[src/hw/rtl/plt_pkg.sv]
// ----------------------------------------------------------------------------
// plt_pkg
// Shared types, constants and helpers for the pressure level tracker.
// ----------------------------------------------------------------------------
package plt_pkg;

  localparam int unsigned NODES   = 8;
  localparam int unsigned NODE_W  = 3;
  localparam int unsigned TIME_W  = 64;
  localparam int unsigned CNT_W   = 16;
  localparam int unsigned CFG_W   = 64;
  localparam int unsigned CIDX_W  = 3;

  // pressure levels
  localparam logic [1:0] LV_OK   = 2'd0;
  localparam logic [1:0] LV_SOFT = 2'd1;
  localparam logic [1:0] LV_HARD = 2'd2;
  localparam logic [1:0] LV_CRIT = 2'd3;

  // event causes
  localparam logic [1:0] CAUSE_WAKE  = 2'd0;
  localparam logic [1:0] CAUSE_BAL   = 2'd1;
  localparam logic [1:0] CAUSE_DIR   = 2'd2;
  localparam logic [1:0] CAUSE_OTHER = 2'd3;
  localparam logic [1:0] CAUSE_QUIET = 2'd3;

  // item kinds
  localparam logic FUNC_EVENT = 1'b0;
  localparam logic FUNC_TICK  = 1'b1;

  // register indexes
  localparam logic [CIDX_W-1:0] REG_SOFT_WIN  = 3'd0;
  localparam logic [CIDX_W-1:0] REG_HARD_WIN  = 3'd1;
  localparam logic [CIDX_W-1:0] REG_THRESH    = 3'd2;
  localparam logic [CIDX_W-1:0] REG_REC_WAKE  = 3'd3;
  localparam logic [CIDX_W-1:0] REG_REC_BAL   = 3'd4;
  localparam logic [CIDX_W-1:0] REG_HOLD_CRIT = 3'd5;
  localparam logic [CIDX_W-1:0] REG_HOLD_HARD = 3'd6;
  localparam logic [CIDX_W-1:0] REG_HOLD_SOFT = 3'd7;

  // controller to datapath
  typedef struct packed {
    logic              latch;
    logic              ev_step;
    logic              walk_step;
    logic [NODE_W-1:0] idx;
    logic              emit_last;
  } plt_cmd_t;

  // datapath to controller
  typedef struct packed {
    logic is_tick;
    logic skip;
  } plt_sts_t;

  // elapsed time, floored at zero
  function automatic logic [TIME_W-1:0] age(input logic [TIME_W-1:0] now,
                                            input logic [TIME_W-1:0] then_t);
    age = (now >= then_t) ? (now - then_t) : '0;
  endfunction

endpackage

[src/hw/rtl/plt_ctrl.sv]
// ----------------------------------------------------------------------------
// plt_ctrl
// Sequencer: decode, node walk and result emission.
// ----------------------------------------------------------------------------
module plt_ctrl import plt_pkg::*; (
  input  logic     clk_i,
  input  logic     rst_ni,
  input  logic     in_valid_i,
  output logic     in_ready_o,
  output logic     out_valid_o,
  input  logic     out_ready_i,
  input  plt_sts_t sts_i,
  output plt_cmd_t cmd_o
);

  localparam logic [1:0] S_IDLE   = 2'd0;
  localparam logic [1:0] S_DECODE = 2'd1;
  localparam logic [1:0] S_WALK   = 2'd2;
  localparam logic [1:0] S_EMIT   = 2'd3;

  logic [1:0]        state_q, state_d;
  logic [NODE_W-1:0] idx_q, idx_d;
  logic              tick_q, tick_d;
  logic              last_node;
  logic              emit_last;

  assign last_node = (idx_q == NODE_W'(NODES - 1));
  assign emit_last = tick_q ? last_node : 1'b1;

  // next state
  always_comb begin
    state_d = state_q;
    idx_d   = idx_q;
    tick_d  = tick_q;
    case (state_q)
      S_IDLE: begin
        if (in_valid_i) state_d = S_DECODE;
      end
      S_DECODE: begin
        idx_d  = '0;
        tick_d = sts_i.is_tick;
        if (sts_i.is_tick) state_d = S_WALK;
        else if (sts_i.skip) state_d = S_IDLE;
        else state_d = S_EMIT;
      end
      S_WALK: begin
        if (last_node) begin
          state_d = S_EMIT;
          idx_d   = '0;
        end else begin
          idx_d = idx_q + 1'b1;
        end
      end
      S_EMIT: begin
        if (out_ready_i) begin
          if (emit_last) state_d = S_IDLE;
          else idx_d = idx_q + 1'b1;
        end
      end
      default: state_d = S_IDLE;
    endcase
  end

  always_ff @(posedge clk_i or negedge rst_ni) begin
    if (!rst_ni) begin
      state_q <= S_IDLE;
      idx_q   <= '0;
      tick_q  <= 1'b0;
    end else begin
      state_q <= state_d;
      idx_q   <= idx_d;
      tick_q  <= tick_d;
    end
  end

  // handshakes and commands
  assign in_ready_o       = (state_q == S_IDLE);
  assign out_valid_o      = (state_q == S_EMIT);
  assign cmd_o.latch      = in_valid_i && (state_q == S_IDLE);
  assign cmd_o.ev_step    = (state_q == S_DECODE) && !sts_i.is_tick && !sts_i.skip;
  assign cmd_o.walk_step  = (state_q == S_WALK);
  assign cmd_o.idx        = idx_q;
  assign cmd_o.emit_last  = emit_last;

  // checks
  a_not_both: assert property (@(posedge clk_i) disable iff (!rst_ni)
    !(in_ready_o && out_valid_o)) else $error("input taken while results pending");
  a_event_single: assert property (@(posedge clk_i) disable iff (!rst_ni)
    (out_valid_o && !tick_q) |-> (idx_q == '0)) else $error("event emits more than one");
  a_walk_to_emit: assert property (@(posedge clk_i) disable iff (!rst_ni)
    (state_q == S_WALK && last_node) |=> out_valid_o) else $error("walk did not emit");
  a_last_done: assert property (@(posedge clk_i) disable iff (!rst_ni)
    (out_valid_o && out_ready_i && emit_last) |=> in_ready_o) else $error("no return to idle");

endmodule

[config.mk]
export PLATFORM = sky130hd
export DESIGN_NAME = plt_ctrl
export DESIGN_NICKNAME = d
export VERILOG_FILES = /design/src/hw/rtl/plt_pkg.sv /design/src/hw/rtl/plt_ctrl.sv
export SDC_FILE = /design/constraint.sdc
export NUM_CORES = 1
export LEC_CHECK = 0
export BUFFER_PORTS_ARGS = -buffer_cell sky130_fd_sc_hd__buf_2
export CAP_MARGIN = 0
export CORE_AREA = 4 4 41 43
export CTS_CLUSTER_DIAMETER = 200
export CTS_CLUSTER_SIZE = 12
export DETAILED_ROUTE_END_ITERATION = 7
export DIE_AREA = 0 0 45 47
export PLACE_DENSITY = 0.53
export SETUP_SLACK_MARGIN = 0.2
export SLEW_MARGIN = 5
export SYNTH_ARGS = -nofsm -noshare
export SYNTH_HDL_FRONTEND = slang
export SYNTH_SLANG_ARGS = --single-unit
export TNS_END_PERCENT = 30
[constraint.sdc]
create_clock -name clk_i -period 1.9 [get_ports clk_i]
set_clock_uncertainty 0.05 [all_clocks]
set_input_delay 0 -clock clk_i [delete_from_list [all_inputs] [get_ports clk_i]]
set_output_delay 0 -clock clk_i [all_outputs]
set_load 0.005 [all_outputs]
Yosys cells after proc, flatten, opt, wreduce, memory -nomap -nowiden
Cells that the tools add are included.
{ "word_totals": {"reg_bits": 6, "latch_bits": 0, "mem_bits_rw": 0, "mem_bits_ro": 0, "inputBits": 6, "output_inout_bits": 9, "word_cells": 34, "mem_count": 0} }
{ "classes": {"add_sub_neg": 1, "n_mul": 0, "div_mod_pow": 0, "n_lt_le_gt_ge": 0, "eq_ne": 9, "shift": 0, "muxes": 12, "n_bitwise": 0, "reduce_logical": 9} }
{ "ops": {"columns": ["cell", "n"], "rows": [
  ["$mux W2", 6],
  ["$mux W3", 3],
  ["$pmux W3 S3", 1],
  ["$pmux W2 S4", 1],
  ["$ne A2 B1 Y1 const B", 3],
  ["$eq A2 B2 Y1 const B", 2],
  ["$ne A2 B2 Y1 const B", 2],
  ["$reduce_and A4 Y1", 1],
  ["$add A3 B1 Y3 const B", 1],
  ["$eq A3 B3 Y1 const B", 1],
  ["$logic_and A1 B1 Y1", 3],
  ["$reduce_and A3 Y1", 1],
  ["$reduce_bool A3 Y1", 1],
  ["$eq A2 B1 Y1 const B", 1],
  ["$logic_not A1 Y1", 2],
  ["$logic_not A2 Y1", 1],
  ["$mux W1", 1]
]} }

Logic depth before layout (Yosys ltp)
Gate-level depths: netlist of run 1.
{ "logic_depth": {"ltp_word": 5, "depth_mapped": 5, "mapped_depth_nobuf": 5} }

Worst setup path after synthesis of run 1
Ideal clock, no wire load.
{ "synth_path": {"kind": "register -> register", "from": "register idx_q[0]", "to": "register idx_q[0]", "setup_time_ns": 0.124, "t_arrival_ns": 1.429, "required_time_ns": 1.726, "path_slack_ns": 0.297, "stages_incl_launch_ff": 6, "path_buffers": 0, "period_less_slack_ns": 1.603, "cell_sequence": "dfrtp_1 ha_1 ha_1 nand3b_1 and3_1 a211o_1"} }
{ "synth_between": {"elab_chain_cells": 4, "elab_cells_between_ends": 9, "cone_classes": "add/sub (1); eq/ne (2); mux (5); reduce/logical (1)"} }
{ "synth_rtl": {"columns": ["item", "line_no", "rtl"], "rows": [
  ["from (decl)", "plt_ctrl.sv:22", "logic [NODE_W-1:0] idx_q, idx_d;"],
  ["from (signal assigned)", "plt_ctrl.sv:71", "idx_q <= idx_d;"],
  ["$add A3 B1 Y3 / $eq A3 B3 Y1 (equally long branches)", "plt_ctrl.sv:51, plt_ctrl.sv:57, plt_ctrl.sv:27", null],
  ["$mux W3 / $mux W1 (equally long branches)", "plt_ctrl.sv:56, plt_ctrl.sv:28", null],
  ["$mux W3 / $ne A2 B2 Y1 (equally long branches)", null, null],
  ["$pmux W3 S3 / $reduce_and A3 Y1 (equally long branches)", null, null]
]} }
Several ways; a longest one is shown, not always the timed one. The select of a mux whose other input is x is not followed.
A chain may end at the register's enable or synchronous reset.

Worst setup path in the final report of run 1
{ "layout_path": {"from": "register idx_q[0]", "to": "register state_q[0]"} }
{ "layout_between": {"elab_chain_cells": 4, "elab_cells_between_ends": 5, "cone_classes": "eq/ne (3); mux (1); reduce/logical (1)"} }
{ "layout_rtl": {"columns": ["item", "line_no", "rtl"], "rows": [
  ["$eq A3 B3 Y1 *", "plt_ctrl.sv:27", "assign last_node = (idx_q == NODE_W'(NODES - 1));"],
  ["$mux W1", "plt_ctrl.sv:28", "assign emit_last = tick_q ? last_node : 1'b1;"],
  ["$ne A2 B1 Y1 (no line)", null, null],
  ["$reduce_and A4 Y1 (no line) *", null, null],
  ["to (signal assigned)", "plt_ctrl.sv:70", "state_q <= state_d;"],
  ["to (decl)", "plt_ctrl.sv:21", "logic [1:0] state_q, state_d;"]
]} }
Every way passes the cells marked *; elsewhere a longest branch is shown, timed or not.

==> results of run 1 <==
## layer usage
metal  GRT usage  share of wire
met5           0              0
met4      0.0351              0
met3      0.0613          0.092
met2       0.141           0.44
met1       0.117           0.47
## per-stage QoR
step           area [µm²]  total power, mW   util  worst slack, ns
2_1_floorplan         379            0.572      -            0.297
3_3_place_gp          463            0.715  0.356            0.318
3_5_place_dp          463            0.707  0.356            0.293
4_1_cts               515            0.837  0.396            0.276
5_1_grt               518            0.917  0.398            0.229
6_report              518            0.827  0.398            0.326
## worst register-to-register path: stages, from the launching register on
cell and delay (ns):
dfrtp_1 0.39, ha_1 0.17, ha_2 0.20, nand2b_2 0.15, nand2_1 0.05, mux4_2 0.44
## layout by cell type (no fill, tap or decap), types with 2 or more instances in the layout
cell type / synthesis / final
buf_2: 0 / 14
dfrtp_1: 6 / 6
nand2_1: 5 / 5
inv_1: 3 / 3
clkbuf_4: 0 / 3
dlygate4sd3_1: 0 / 3
and2_1: 2 / 2
nor2_1: 2 / 2
a32oi_1: 2 / 2
nand3_1: 2 / 2
o211ai_1: 2 / 2
## worst max-delay path by stage
stage	start	endpoint	slack, ns
CTS	idx_q[0]$_DFFE_PN0P_	idx_q[0]$_DFFE_PN0P_	0.28
global route	idx_q[0]$_DFFE_PN0P_	state_q[0]$_DFFE_PN0P_	0.23
floorplan	idx_q[0]$_DFFE_PN0P_	idx_q[0]$_DFFE_PN0P_	0.30
detailed placement	idx_q[0]$_DFFE_PN0P_	idx_q[0]$_DFFE_PN0P_	0.29
global placement	idx_q[0]$_DFFE_PN0P_	idx_q[0]$_DFFE_PN0P_	0.32
finish	idx_q[0]$_DFFE_PN0P_	state_q[0]$_DFFE_PN0P_	0.33
## power by group through the flow
stage | logic, mW | registers, mW | clock network [mW]
floorplan | 0.313 | 0.258 | 0
global placement | 0.446 | 0.269 | 0
detailed placement | 0.437 | 0.270 | 0
CTS | 0.445 | 0.268 | 0.123
global route | 0.503 | 0.282 | 0.132
finish | 0.441 | 0.268 | 0.118
## layout make-up
type | count | area share
Sequential cell | 6 | 0.290
Inverter | 3 | 0.0217
Clock buffer | 3 | 0.0435
Multi-Input combinational cell | 28 | 0.401
Tap cell | 15 | 0.0362
Timing Repair Buffer | 18 | 0.208
## logic make-up after synthesis
logic type | count (synthesis)
and+or+nand+nor | 16
AOI/OAI and AO/OA | 8
DFF | 6
buffers and inverters | 5
muxes | 2
adders and majority gates | 2
## repair_timing
| item | in CTS | in global routing |
|---|---|---|
| gates resized for setup | 0 | 1 |
| hold buffers | 3 | 0 |
| endpoints found under the setup margin | 0 | 2 |
| endpoints found under the hold margin | 8 | 0 |
==> impl_metrics.ini, run 1 <==
[layout]
drive_gt1_frac = 0.379
fillers = 149
diodes = 0
final_cells = 73
nets = 68
synthToLayoutAreaGrowth_pct = 36.6
multiInputGateArea_um2 = 208
ff_latch_area_um2 = 150

[synth]
yosysMostFrequentCell = dfrtp_1
synth_cells = 39
synth_area_leaders = dfrtp_1 (40%), ha_1 (6.6%), mux4_2 (5.9%)
synth_cell_types = 22
synth_xor_area_frac = 0
muxShareOfSynthArea = 0.0891
netlist_area_um2 = 379
synth_edf_count = 0
synth.ff_latch_count = 6
ys_async_sr_fraction = 1.00
synth_warnings = 0
synthFlopType = dfrtp_1
synth_fa_ha_area_frac = 0.0660
syn_nets = 47
synth-simple-area-share = 0.221
synth_compound_area_frac = 0.165
yosysTopAreaCellShare = 0.396
synth.top_cells.by_count = dfrtp_1 (6), nand2_1 (5), inv_1 (3)
syn_area_per_cell_um2 = 9.72
yosysSeqAreaShare = 0.396
yosysTopAreaCell = dfrtp_1
synth_top_family_by_area = simple AND/OR/NAND/NOR gates

[job]
cap_violations = 0

[timing]
tightest_slew_ns = 0.362
holdWs_ns = 0.0420
rsz0062_at_grt = no
post-route-period-util = 0.828
setup_viol = 0
finalHoldViolCount = 0
maxSlewViolCount = 0
fmax_mhz = 635
maxSlewHeadroom = 0.752
setup_tns_ns = 0
period_needed_ns = 1.57

[critical_path]
cp_num_cells = 5
r2r_slack_ns = 0.33
critPathTopFamily = multiplexers
cp.buffers_inverters = 0
slowest_delay_ns = 0.44
ff2ff_path_depth = 5
path_class = flip-flop to flip-flop
crit_path_top_delay_cell = mux4_2
required_ns = 1.97
crit_path_max_fanout = 5
rr_endpoint = state_q[0]$_DFFE_PN0P_
worstPathCellList = ha_1, ha_2, nand2b_2, nand2_1, mux4_2
worstPathArrival_ns = 1.64
critPathLaunchType = flip-flop
worstSetupEndpointType = flip-flop
r2r-start = idx_q[0]$_DFFE_PN0P_

[power]
switching_share = 0.390
combinationalPowerShare = 0.534
p_int_mw = 0.505
clkPwrFrac = 0.142
p_seq_frac = 0.324
power.leakage_nw = 0.254
p_sw_mw = 0.322
power_density_nw_per_um2 = 1600
ir_drop_mv = 0.671

[worst_hold_path]
holdPathEnd = state_q[0]$_DFFE_PN0P_
whs_path_depth = 2
worstHoldPathType = input port to flip-flop
min_from = in_valid_i

[die]
die_y_um = 47
die_area_um2 = 2120
num_rows = 13
die_x_um = 45
start_util = 0.291
io_pins = 15
core-area_um2 = 1300

[global_routing]
grt_pass1_vias = 322
grt_usage = 0.0972
grt_max_degree = 8
grt_pass1_wl_mm = 1.40
antenna_found_initial = 0
grt-ovfl-total = 0

[placement]
dpl.cell_count = 67
gp_congestion = 0.732
io_buffers = 14

[cts]
clock_latency_ns = 0.25
cts_buffers = 3
cts_buffer_depth = 2
clk_pin_slew_worst_paths_ns = 0.05
cts_setup_buffers = 0
cts.sinks = 6
cts-root-buf = clkbuf_4
cts-htree-levels = 1
cts_tree = built

[detailed_routing]
dr.pass1.iters = 2
post_drt_wl_per_cell_um = 11.9
vias = 351
drt_iter0_markers = 3
antenna_left = 0
wirelength_um = 868
drc = 0
viasPerCell = 4.81

[run_status]
status = finished, final reports clean
Note: power is estimated with default switching activity, not from simulation.
==> inputs of run 2 (changes only) <==
--- a/config.mk
+++ b/config.mk
@@ -12,7 +12,7 @@
 export CTS_CLUSTER_SIZE = 12
 export DETAILED_ROUTE_END_ITERATION = 7
 export DIE_AREA = 0 0 45 47
-export PLACE_DENSITY = 0.53
+export PLACE_DENSITY = 0.54
 export SETUP_SLACK_MARGIN = 0.2
 export SLEW_MARGIN = 5
 export SYNTH_ARGS = -nofsm -noshare
==> constraint.sdc (replaced) <==
create_clock -name clk_i -period 1.4 [get_ports clk_i]
set_clock_uncertainty 0.05 [all_clocks]
set_input_delay 0 -clock clk_i [delete_from_list [all_inputs] [get_ports clk_i]]
set_output_delay 0 -clock clk_i [all_outputs]
set_load 0.005 [all_outputs]
==> run 2 against run 1 <==
The run now ends with setup timing left. Worst hold slack worse by 0.0036 ns. Core utilization rose by 6.9 points. Die area did not move. First-iteration DRC count rose by 33%. Non-clock buffer count increased by 7. Critical path type unchanged. Global-route usage is 1.7 points higher. Power rose by 67%.
==> impl_metrics.ini, run 2 (synthesized netlist as in run 1, its figures left out) <==
[placement]
gp_congestion = 0.749
io_buffers = 14
hpwlAfterDp_um = 733
placed_cell_area_um2 = 515
dp_slack_ns = -0.0543

[layout]
nets = 75
final_common_cell = buf_2
multiInputGateArea_um2 = 238
ff_latch_area_um2 = 151
final_cell_area_um2 = 608
diodes = 0
drive_gt1_frac = 0.523
layout_common_cells = buf_2 (13), buf_4 (8), nand2_1 (5), dfrtp_1 (5)
synthToLayoutAreaGrowth_pct = 60.4
fillers = 132

[timing]
layout_setup_ws_ns = -0.0608
maxSlewViolCount = 0
tightest_slew_ns = 0.378
fmax_mhz = 685
post-route-period-util = 1.04
period_needed_ns = 1.46
rsz0062_at_grt = yes
setup_viol = 3
maxSlewHeadroom = 0.742
finalHoldViolCount = 0

[die]
start_util = 0.291
die_x_um = 45
die_y_um = 47
io_pins = 15
die_area_um2 = 2120
num_rows = 13
core-area_um2 = 1300

[detailed_routing]
drt_iter0_markers = 4
drc = 0
wirelength_um = 983
dr.pass1.iters = 2
post_drt_wl_per_cell_um = 12.3
viasPerCell = 5.05
antenna_left = 0
vias = 404

[critical_path]
cp-startpoint = idx_q[1]$_DFFE_PN0P_
r2r-start = idx_q[1]$_DFFE_PN0P_
r2r_slack_ns = -0.06
crit_path_max_fanout = 5
path_class = flip-flop to flip-flop
worstSetupEndpointType = flip-flop
required_ns = 1.47
critPathLaunchType = flip-flop
worstPathArrival_ns = 1.53
ff2ff_path_depth = 5
endpoint = state_q[0]$_DFFE_PN0P_
rr_endpoint = state_q[0]$_DFFE_PN0P_

[power]
power_density_nw_per_um2 = 2280
power.leakage_nw = 0.290
ir_drop_mv = 0.989

[run_status]
status = finished with violations
violations = setup timing

[job]
cap_violations = 0

[global_routing]
grt-ovfl-total = 0
grt_max_degree = 8
grt_pass1_wl_mm = 1.65
antenna_found_initial = 0
grt_usage = 0.114
grt_pass1_vias = 364

[cts]
cts_tree = built
cts_buffer_depth = 2
cts-root-buf = clkbuf_4
cts_buffers = 3
cts.sinks = 6
clock_latency_ns = 0.25
clk_pin_slew_worst_paths_ns = 0.05
cts-htree-levels = 1

[worst_hold_path]
worstHoldPathType = input port to flip-flop
whs_path_depth = 2
## run 2: repair_timing
action                                  in CTS  in global routing
gates resized for setup                      6                  1
buffers inserted                             0                  2
hold endpoints to repair                     8                  0
hold buffers                                 3                  0
pin swaps                                    4                  2
endpoints found under the setup margin       9                 10
## run 2: where the power goes
group          internal (mW)  switching, mW
Sequential             0.268          0.110
Clock                 0.0976         0.0716
Combinational          0.498          0.340
Total                  0.863          0.521
## run 2: how the worst min path moves through the flow
stage | from | endpoint | slack [ns]
floorplan | rst_ni | asynchronous set/reset pin | -0.35
global placement | rst_ni | tick_q$_DFFE_PN0N_ | -0.21
detailed placement | rst_ni | tick_q$_DFFE_PN0N_ | -0.21
CTS | in_valid_i | state_q[0]$_DFFE_PN0P_ | 0.03
global route | in_valid_i | state_q[0]$_DFFE_PN0P_ | 0.04
finish | in_valid_i | state_q[0]$_DFFE_PN0P_ | 0.04
## run 2: final cells by class
type,instances,area share
clock buffers,3,0.0370
well taps,15,0.0309
multi-input cells,28,0.391
repair buffers,25,0.274
flip-flops and latches,6,0.249
inverters,3,0.0185
## run 2: through the flow
step	hold WS (ns)	util	power, mW	std cells	setup TNS, ns
6_report	0.0384	0.467	1.38	80	-0.112
2_1_floorplan	-0.346	-	0.809	39	-0.219
3_3_place_gp	-0.214	0.396	1.11	72	-0.129
5_1_grt	0.0438	0.467	1.51	80	-0.417
3_5_place_dp	-0.211	0.396	1.11	72	-0.103
4_1_cts	0.0319	0.455	1.37	78	-0.146
## run 2: per-layer routing
metal  part of all wire  track usage  vias up  wire, µm
met3              0.082       0.0613        2        81
met4              0.012       0.0526        0        12
met1               0.49        0.136      187       477
met5                  0            0        -         0
li1                   -            -      197         -
met2               0.42        0.169       18       411
## run 2: worst max-delay path, stage by stage (launching register included)
cell and delay (ns):
dfrtp_1 0.35, ha_2 0.19, ha_4 0.15, nand2b_4 0.12, nand2_1 0.04, mux4_2 0.44
==> inputs of run 3 (changes only) <==
--- a/config.mk
+++ b/config.mk
@@ -5,6 +5,7 @@
 export SDC_FILE = /design/constraint.sdc
 export NUM_CORES = 1
 export LEC_CHECK = 0
+export ABC_AREA = 1
 export BUFFER_PORTS_ARGS = -buffer_cell sky130_fd_sc_hd__buf_2
 export CAP_MARGIN = 0
 export CORE_AREA = 4 4 41 43
==> run 3 against run 2 <==
The flow now finishes without violations. Synthesized cell count up 28%. Critical path depth increased by 3. Fmax is 9.7% higher. Worst hold slack worse by 0.029 ns. Worst setup slack better by 0.13 ns. Clock power fell by 7%. Combinational power fell by 29%. Critical endpoint is now idx_q[0]$_DFFE_PN0P_.
==> impl_metrics.ini, run 3 <==
[power]
power.leakage_nw = 0.305
power_density_nw_per_um2 = 2040
ir_drop_mv = 1.18

[critical_path]
required_ns = 1.47
r2r-start = idx_q[1]$_DFFE_PN0P_
worstPathArrival_ns = 1.40
cp.buffers_inverters = 1
path_class = flip-flop to flip-flop
critPathLaunchType = flip-flop
worstPathCellList = ha_2, ha_4, inv_4, nand2_4, nand2_4, o211ai_4, nand2_1, o21ai_1
critPathTopFamily = flip-flops
crit_top_cell = nand2_4
rr_endpoint = idx_q[0]$_DFFE_PN0P_
crit_path_max_fanout = 6
crit_path_top_delay_cell = dfrtp_1
worstSetupEndpointType = flip-flop
cp_num_cells = 8
r2r_slack_ns = 0.07
slowest_delay_ns = 0.39
ff2ff_path_depth = 8

[synth]
ys_async_sr_fraction = 1.00
syn_nets = 58
yosysTopAreaCellShare = 0.407
synthFlopType = dfrtp_1
synth_cell_types = 14
synth_top_family_by_area = simple AND/OR/NAND/NOR gates
synth_edf_count = 0
synth-simple-area-share = 0.264
synth_compound_area_frac = 0.105
synth_warnings = 0
yosysSeqAreaShare = 0.407
yosysTopAreaCell = dfrtp_1
yosysMostFrequentCell = nand2_1
netlist_area_um2 = 369
synth_fa_ha_area_frac = 0.0678
syn_area_per_cell_um2 = 7.38
synth_cells = 50
synth_xor_area_frac = 0
synth.top_cells.by_count = nand2_1 (16), inv_1 (9), dfrtp_1 (6)
muxShareOfSynthArea = 0.0305
synth.ff_latch_count = 6
synth_area_leaders = dfrtp_1 (41%), nand2_1 (16%), inv_1 (9.2%)

[placement]
io_buffers = 14
hpwlAfterDp_um = 663
gp_congestion = 0.697
dp_slack_ns = 0.00885

[die]
io_pins = 15
start_util = 0.284
die_area_um2 = 2120
die_x_um = 45
num_rows = 13
die_y_um = 47
core-area_um2 = 1300

[timing]
layout_setup_ws_ns = 0.0680
rsz0062_at_grt = yes
fmax_mhz = 751
period_needed_ns = 1.33
finalHoldViolCount = 0
holdWs_ns = 0.00977
post-route-period-util = 0.951
tightest_slew_ns = 0.239
maxSlewHeadroom = 0.840
setup_viol = 0
setup_tns_ns = 0
maxSlewViolCount = 0

[cts]
cts_buffers = 3
clock_latency_ns = 0.25
cts_tree = built
clk_pin_slew_worst_paths_ns = 0.05
cts-htree-levels = 1
cts_buffer_depth = 2
cts.sinks = 6
cts-root-buf = clkbuf_4

[worst_hold_path]
worstHoldPathType = input port to flip-flop
whs_path_depth = 4
min_from = sts_i[0]
holdPathEnd = state_q[0]$_DFFE_PN0P_

[detailed_routing]
vias = 372
antenna_left = 0
wirelength_um = 829
dr.pass1.iters = 4
drc = 0
drt_iter0_markers = 7
post_drt_wl_per_cell_um = 9.87
viasPerCell = 4.43

[global_routing]
grt_pass1_vias = 362
grt_usage = 0.102
grt_pass1_wl_mm = 1.46
antenna_found_initial = 0
grt_max_degree = 8
grt-ovfl-total = 0

[layout]
nets = 79
diodes = 0
fillers = 163
drive_gt1_frac = 0.435
synthToLayoutAreaGrowth_pct = 47.5
layout_common_cells = nand2_1 (14), buf_2 (14), inv_1 (8), nor2_1 (4), dfrtp_1 (4)

[job]
cap_violations = 0

[run_status]
status = finished, final reports clean
## run 3: layout make-up
class,count,area [µm²],area share
clock buffer,3,22.5,0.0414
inverter,10,41.3,0.0759
multi-input combinational,33,211,0.389
sequential,6,153,0.280
tap,15,18.8,0.0345
timing repair buffer,17,97.6,0.179
## run 3: worst reg2reg max path, delay by kind of cell (launching register included)
kind / cells / cell delay (ns)
simple gates: 3 / 0.19
compound gates: 2 / 0.15
flops: 1 / 0.39
buf+inv: 1 / 0.05
fa+ha+maj: 2 / 0.36
## run 3: routing by layer
| layer | global-route usage | part of all wire | up-vias |
|---|---|---|---|
| met5 | 0 | 0 | - |
| met1 | 0.119 | 0.46 | 166 |
| met2 | 0.147 | 0.45 | 12 |
| met4 | 0.0351 | 0 | 0 |
| met3 | 0.0728 | 0.092 | 0 |
| li1 | - | - | 194 |
## run 3: power breakdown
part           total [mW]  leakage [nW]  switching, mW  internal (mW)
Combinational       0.597         0.218          0.327          0.270
Sequential          0.356        0.0737          0.100          0.255
Clock               0.158        0.0138         0.0611         0.0969
## run 3: cell families after synthesis
group | Yosys count
buf+inv | 11
simple gates | 24
compound gates | 6
mux | 1
flops | 6
fa+ha+maj | 2
## run 3: how the worst max path moves through the flow
stage	slack, ns	end	from
finish	0.07	idx_q[0]$_DFFE_PN0P_	idx_q[1]$_DFFE_PN0P_
CTS	0.06	idx_q[0]$_DFFE_PN0P_	idx_q[1]$_DFFE_PN0P_
floorplan	0.09	idx_q[0]$_DFFE_PN0P_	idx_q[0]$_DFFE_PN0P_
global placement	0.02	idx_q[0]$_DFFE_PN0P_	idx_q[1]$_DFFE_PN0P_
detailed placement	0.009	idx_q[0]$_DFFE_PN0P_	idx_q[1]$_DFFE_PN0P_
global route	-0.04	idx_q[0]$_DFFE_PN0P_	idx_q[1]$_DFFE_PN0P_
## run 3: through the flow
stage          std cells   util  power, mW  area, µm²
2_1_floorplan         50      -      0.704        387
3_3_place_gp          79  0.365      0.872        475
3_5_place_dp          79  0.365      0.890        475
4_1_cts               84  0.407       1.10        529
5_1_grt               84  0.418       1.24        544
6_report              84  0.418       1.11        544
## run 3: what timing repair did
action                                 4_1_cts  5_1_grt
buffers inserted                             0        0
resized for setup                            2        5
hold buffers                                 2        0
pin swaps                                    4        5
setup endpoints to repair                    8        9
endpoints found under the hold margin        8        0
